**src/kfp_pkg.sv**
```systemverilog
// Package for the Keccak-f[1600] permutation block.
// Holds lane and state types, counter widths, LFSR constants and rotation offsets.
`default_nettype none

package kfp_pkg;

    localparam int LANES  = 25;
    localparam int LANE_W = 64;
    localparam int CNT_W  = 5;
    localparam int LFSR_W = 8;
    localparam int RC_BITS = 7;

    localparam logic [CNT_W-1:0]  LAST_LANE = CNT_W'(LANES - 1);
    localparam logic [LFSR_W-1:0] LFSR_SEED = 8'h01;
    localparam logic [LFSR_W-1:0] LFSR_POLY = 8'h71;

    typedef logic [LANE_W-1:0]            lane_t;
    typedef logic [LANES-1:0][LANE_W-1:0] state_t;
    typedef logic [LFSR_W-1:0]            lfsr_t;

    // rho rotation amount for lane x+5y
    localparam int RHO_OFS [LANES] = '{
         0,  1, 62, 28, 27,
        36, 44,  6, 55, 20,
         3, 10, 43, 25, 39,
        41, 45, 15, 21,  8,
        18,  2, 61, 56, 14
    };

    function automatic lane_t rotl(input lane_t v, input int n);
        logic [2*LANE_W-1:0] tmp;
        begin
            tmp = {v, v} << n;
            return tmp[2*LANE_W-1:LANE_W];
        end
    endfunction

endpackage

`default_nettype wire

```
**src/kfp_lfsr.sv**
```systemverilog
// Round-constant generator: seven steps of the degree-8 LFSR per round.
// Depends on kfp_pkg for the LFSR and lane types.
`default_nettype none

module kfp_lfsr (
    input  wire kfp_pkg::lfsr_t lfsr_cur,
    output kfp_pkg::lfsr_t      lfsr_nxt,
    output kfp_pkg::lane_t      round_const
);
    import kfp_pkg::*;

    lfsr_t v;

    always_comb begin
        v           = lfsr_cur;
        round_const = '0;
        for (int j = 0; j < RC_BITS; j++) begin
            round_const[(1 << j) - 1] = v[0];
            if (v[LFSR_W-1]) begin
                v = (v << 1) ^ LFSR_POLY;
            end else begin
                v = v << 1;
            end
        end
        lfsr_nxt = v;
    end

endmodule

`default_nettype wire

```
**config.mk**
```make
export PLATFORM = sky130hd
export DESIGN_NAME = kfp_lfsr
export DESIGN_NICKNAME = d
export VERILOG_FILES = /design/src/kfp_pkg.sv /design/src/kfp_lfsr.sv
export SDC_FILE = /design/constraint.sdc
export NUM_CORES = 1
export LEC_CHECK = 0
export ABC_AREA = 1
export BUFFER_PORTS_ARGS = -buffer_cell sky130_fd_sc_hd__buf_2
export CORE_MARGIN = 1.5
export CORE_UTILIZATION = 42
export DETAILED_ROUTE_END_ITERATION = 7
export PLACE_DENSITY = 0.9
export SYNTH_ARGS = -nofsm -noshare
export SYNTH_HDL_FRONTEND = slang
export SYNTH_SLANG_ARGS = --single-unit
```
**constraint.sdc**
```tcl
create_clock -name vclk -period 1.6
set_input_delay 0.16 -clock vclk [all_inputs]
set_output_delay 0.16 -clock vclk [all_outputs]
set_load 0.02 [all_outputs]
```
# --- Word-level counts from Yosys, hierarchy flattened ---
# Index checks and enable logic that the tools add are counted.
# Widths: inputs -> output; s select.
word_totals:
  regBits: 0
  elab_cells: 14
  out_inout_bits: 72
op_classes:
  mux: 7
  n_bitwise: 7
ops:
  columns: ["operator", "count"]
  rows:
  - ["$mux 7", 7]
  - ["$not 4->4", 7]

# --- Logic depth before layout (Yosys ltp) ---
logic_depth:
  word_depth: 14
  depth_mapped: 11
  mapped_depth_nobuf: 11

# --- Least setup slack after synthesis ---
# OpenSTA, ideal clock, no wires.
synth_path:
  kind: "input-to-output"
  startpoint: "in lfsr_cur[5]"
  endpoint: "out lfsr_nxt[6]"
  path_slack_ns: 0.448
  required_time_ns: 1.440
  arrival_ns: 0.992
  stages: 10
  cell_sequence: "inv_2 > nand2_1 > nand2_2 > nand2_4 > nand2_4 > clkinv_2 > nand2_2 > nand2_2 > nand2_1 > nand2_1"
synth_between:
  elab_chain_cells: 8
  elab_cells_between_ends: 11
  cone_classes: "6 x mux; 5 x bitwise"
synth_lines:
  columns: ["element", "line_no", "text"]
  rows:
  - ["start: declaration", "kfp_lfsr.sv:6", "input wire kfp_pkg::lfsr_t lfsr_cur,"]
  - ["$not 4->4 (no source line)", null, null]
  - ["$mux 7 * (2 in a row)", "kfp_lfsr.sv:19", "if (v[LFSR_W-1]) begin"]
  - ["$mux 7 / $not 4->4 (equally long branches)", null, null]
  - ["$not 4->4 (no source line) / $mux 7 (equally long branches)", null, null]
  - ["$mux 7 / $not 4->4 (equally long branches)", null, null]
  - ["$not 4->4 (no source line) / $mux 7 (equally long branches)", null, null]
  - ["$mux 7 *", "kfp_lfsr.sv:19", null]
  - ["end: declaration", "kfp_lfsr.sv:7", "output kfp_pkg::lfsr_t lfsr_nxt,"]
# Mark *: on every way between the ends. The rest lies on a longest branch, timed or not.

# --- Final worst setup path ---
layout_path:
  startpoint: "in lfsr_cur[3]"
  endpoint: "out lfsr_nxt[6]"
layout_between:
  elab_chain_cells: 11
layout_lines:
  columns: ["element", "line_no"]
  rows:
  - ["$not 4->4 (no source line)", null]
  - ["$mux 7 *", "kfp_lfsr.sv:19"]
  - ["$not 4->4 (no source line)", null]
  - ["$mux 7 *", "kfp_lfsr.sv:19"]
  - ["$not 4->4 (no source line)", null]
  - ["$mux 7 * (2 in a row)", "kfp_lfsr.sv:19"]
  - ["$not 4->4 (no source line)", null]
  - ["$mux 7", "kfp_lfsr.sv:19"]
  - ["$not 4->4 (no source line)", null]
  - ["$mux 7 *", "kfp_lfsr.sv:19"]
# Marks and branches as above.

==> summary.md <==
| Metric | Value |
|---|---|
| Run status | `finished clean` |
| Count of final setup violators | `0` |
| Mapped cell area | `857 µm²` |
| Area overhead of the layout relative to synthesis | `-13.3%` |
| Final Slew Violations | `0` |
| Final Hold Slack | `0.576 ns` |
| Power density over the cells | `508 nW/µm²` |
| Critical Path Source Type | `input pin` |
| Antenna violation net count after detailed routing | `0` |
| Layout sequential cell count | `0` |
| Number of optimization iterations in the first detailed-route pass | `2` |
| Fill cells | `243` |
| Setup TNS | `0 ns` |
| Antenna violations before repair | `0` |
| Number of resized instances in the post-cts repair step | `0` |
| Data arrival at the endpoint of the critical path | `1.15 ns` |
| Placed wire-length estimate after detailed placement | `1.04 mm` |
| Most frequent standard cell in the layout excluding fill and tap cells | `conb_1` |
| Worst path required time | `1.44 ns` |
| Path category of the worst min-delay check | `input pin to output pin` |
| Syn_area_per_cell | `6.17 µm²` |
| Cell Rows | `16` |
| Min Clock Period, post-route | `1.31 ns` |
| Final global-route overflow total | `0` |
| RePlAce Congestion | `0.780` |
| Floorplan Core Area | `1940 µm²` |
| Cell Chain, Critical Path | `buf_2 -> inv_2 -> nand2_1 -> nand2_1 -> nand2_2 -> nand2_1 -> xnor2_1 -> nand2_1 -> nand2_1 -> buf_2` |
| Final worst-path cycle share | `81.8%` |
| Largest voltage drop on the vdd net | `0.000161 V` |
| Peak clock frequency supported by timing | `764 MHz` |
| Clock buf count | `0` |
| Count of unique library cells instantiated by Yosys | `12` |
| Worst path slowest cell | `nand2_1` |
| Vias in the first global route | `324` |
| Wire length of the first global-routing pass | `1.28 mm` |
| Average routed wire per standard cell | `6.08 µm` |
| Die Footprint | `2320 µm²` |
| Pin count of the biggest net entering global routing | `8` |
| All-Layer GR Usage | `7.22%` |
| Synthesized instance count | `139` |
| Die H | `48.2 µm` |
| Via Count | `602` |
| Number of nets at the end of the flow | `165` |
| Final Hold Violating Endpoints | `0` |
| # DRC | `0` |
| Largest incremental delay on the critical path | `0.15 ns` |
| Total area of sequential cells | `0 µm²` |
| Max cap viols | `0` |
| Ratio of cells with drive above 1 in the final layout | `31.0%` |
| Total length of routed wires | `1.11 mm` |
| Static leakage | `0.538 nW` |
| Setup repair bufs after CTS | `0` |
| Kind of end point of the critical path | `output pin` |
| Worst path top cell family by delay | `simple AND/OR/NAND/NOR gates` |
| Portion of the post-synthesis area used by sequential elements | `0%` |
| First-iteration detailed-routing DRC count | `4` |
| Count of warnings emitted by yosys | `0` |
| Die width | `48.2 µm` |
| Critical path type | `input pin to output pin` |
| Most used cells in the layout excluding fill and tap cells | `conb_1 (57), nand2_1 (36), buf_2 (23)` |
| Starting density of the core | `44.1%` |
| I/O pin count | `80` |
| Critical path fanouts, max | `4` |
| Input/output buffers | `23` |
| CP bufs+invs | `3` |
| Vias per cell | `3.31` |
| Most frequent cell on the critical path | `nand2_1` |
| Footprint of the multi-input gates | `544 µm²` |
| Post-CTS Hold Fix Bufs | `0` |
| Count of inserted antenna diode cells | `0` |
| Setup repair after global routing missed its margin | `false` |
[final cells by class]
| type | count | share of cell area (%) |
|---|---|---|
| inverters | 13 | 6.73 |
| repair buffers | 23 | 15.5 |
| multi-input cells | 119 | 73.2 |
| well taps | 27 | 4.55 |
[cells in the mapped netlist]
library cell,instances,area share (%)
nand3_1,3,1.8
nand2_1,36,16
inv_1,6,2.6
nand3_2,1,1.2
nand2_2,13,9.5
buf_4,63,55
conb_1,1,0.44
xnor2_1,1,1.0
nand2_4,4,5.3
xor2_1,4,4.1
inv_2,6,2.6
clkinv_2,1,0.58
[logic make-up (layout without fill, tap and decap cells)]
group                     count (synthesis)  after routing  share of synthesized area [%]
buffers and inverters                    76             36                           61.0
and+or+nand+nor                          57             57                           33.4
xor gates and xnor gates                  5              5                           5.11
other                                     1             57                          0.438
[power by group]
part           switching (mW)  internal, mW  total, mW
Sequential                  0             0          0
Combinational           0.290        0.0879      0.378
Clock                       0             0          0
[metrics by stage]
step	util [%]	instances	worst slack, ns	instance area (µm²)	total power [mW]
global route	38.3	182	0.202	743	0.417
floorplan	-	195	0.448	1070	0.426
CTS	38.3	182	0.289	743	0.378
global placement	38.3	182	0.314	743	0.373
detailed placement	38.3	182	0.292	743	0.378
finish	38.3	182	0.290	743	0.378
[final timing paths]
| check | startpoint | end | slack, ns | cells past startpoint |
|---|---|---|---|---|
| worst max-delay path | lfsr_cur[3] | lfsr_nxt[6] | 0.29 | 10 |
| worst min-delay path | lfsr_cur[0] | round_const[0] | 0.58 | 2 |
[per-layer routing]
layer  wire length (µm)  global-route usage, %
met4                  0                      0
met3                106                      0
met2                539                   13.4
met1                460                   9.89
met5                  0                      0
No activity file was read; power rests on OpenSTA's default activity.
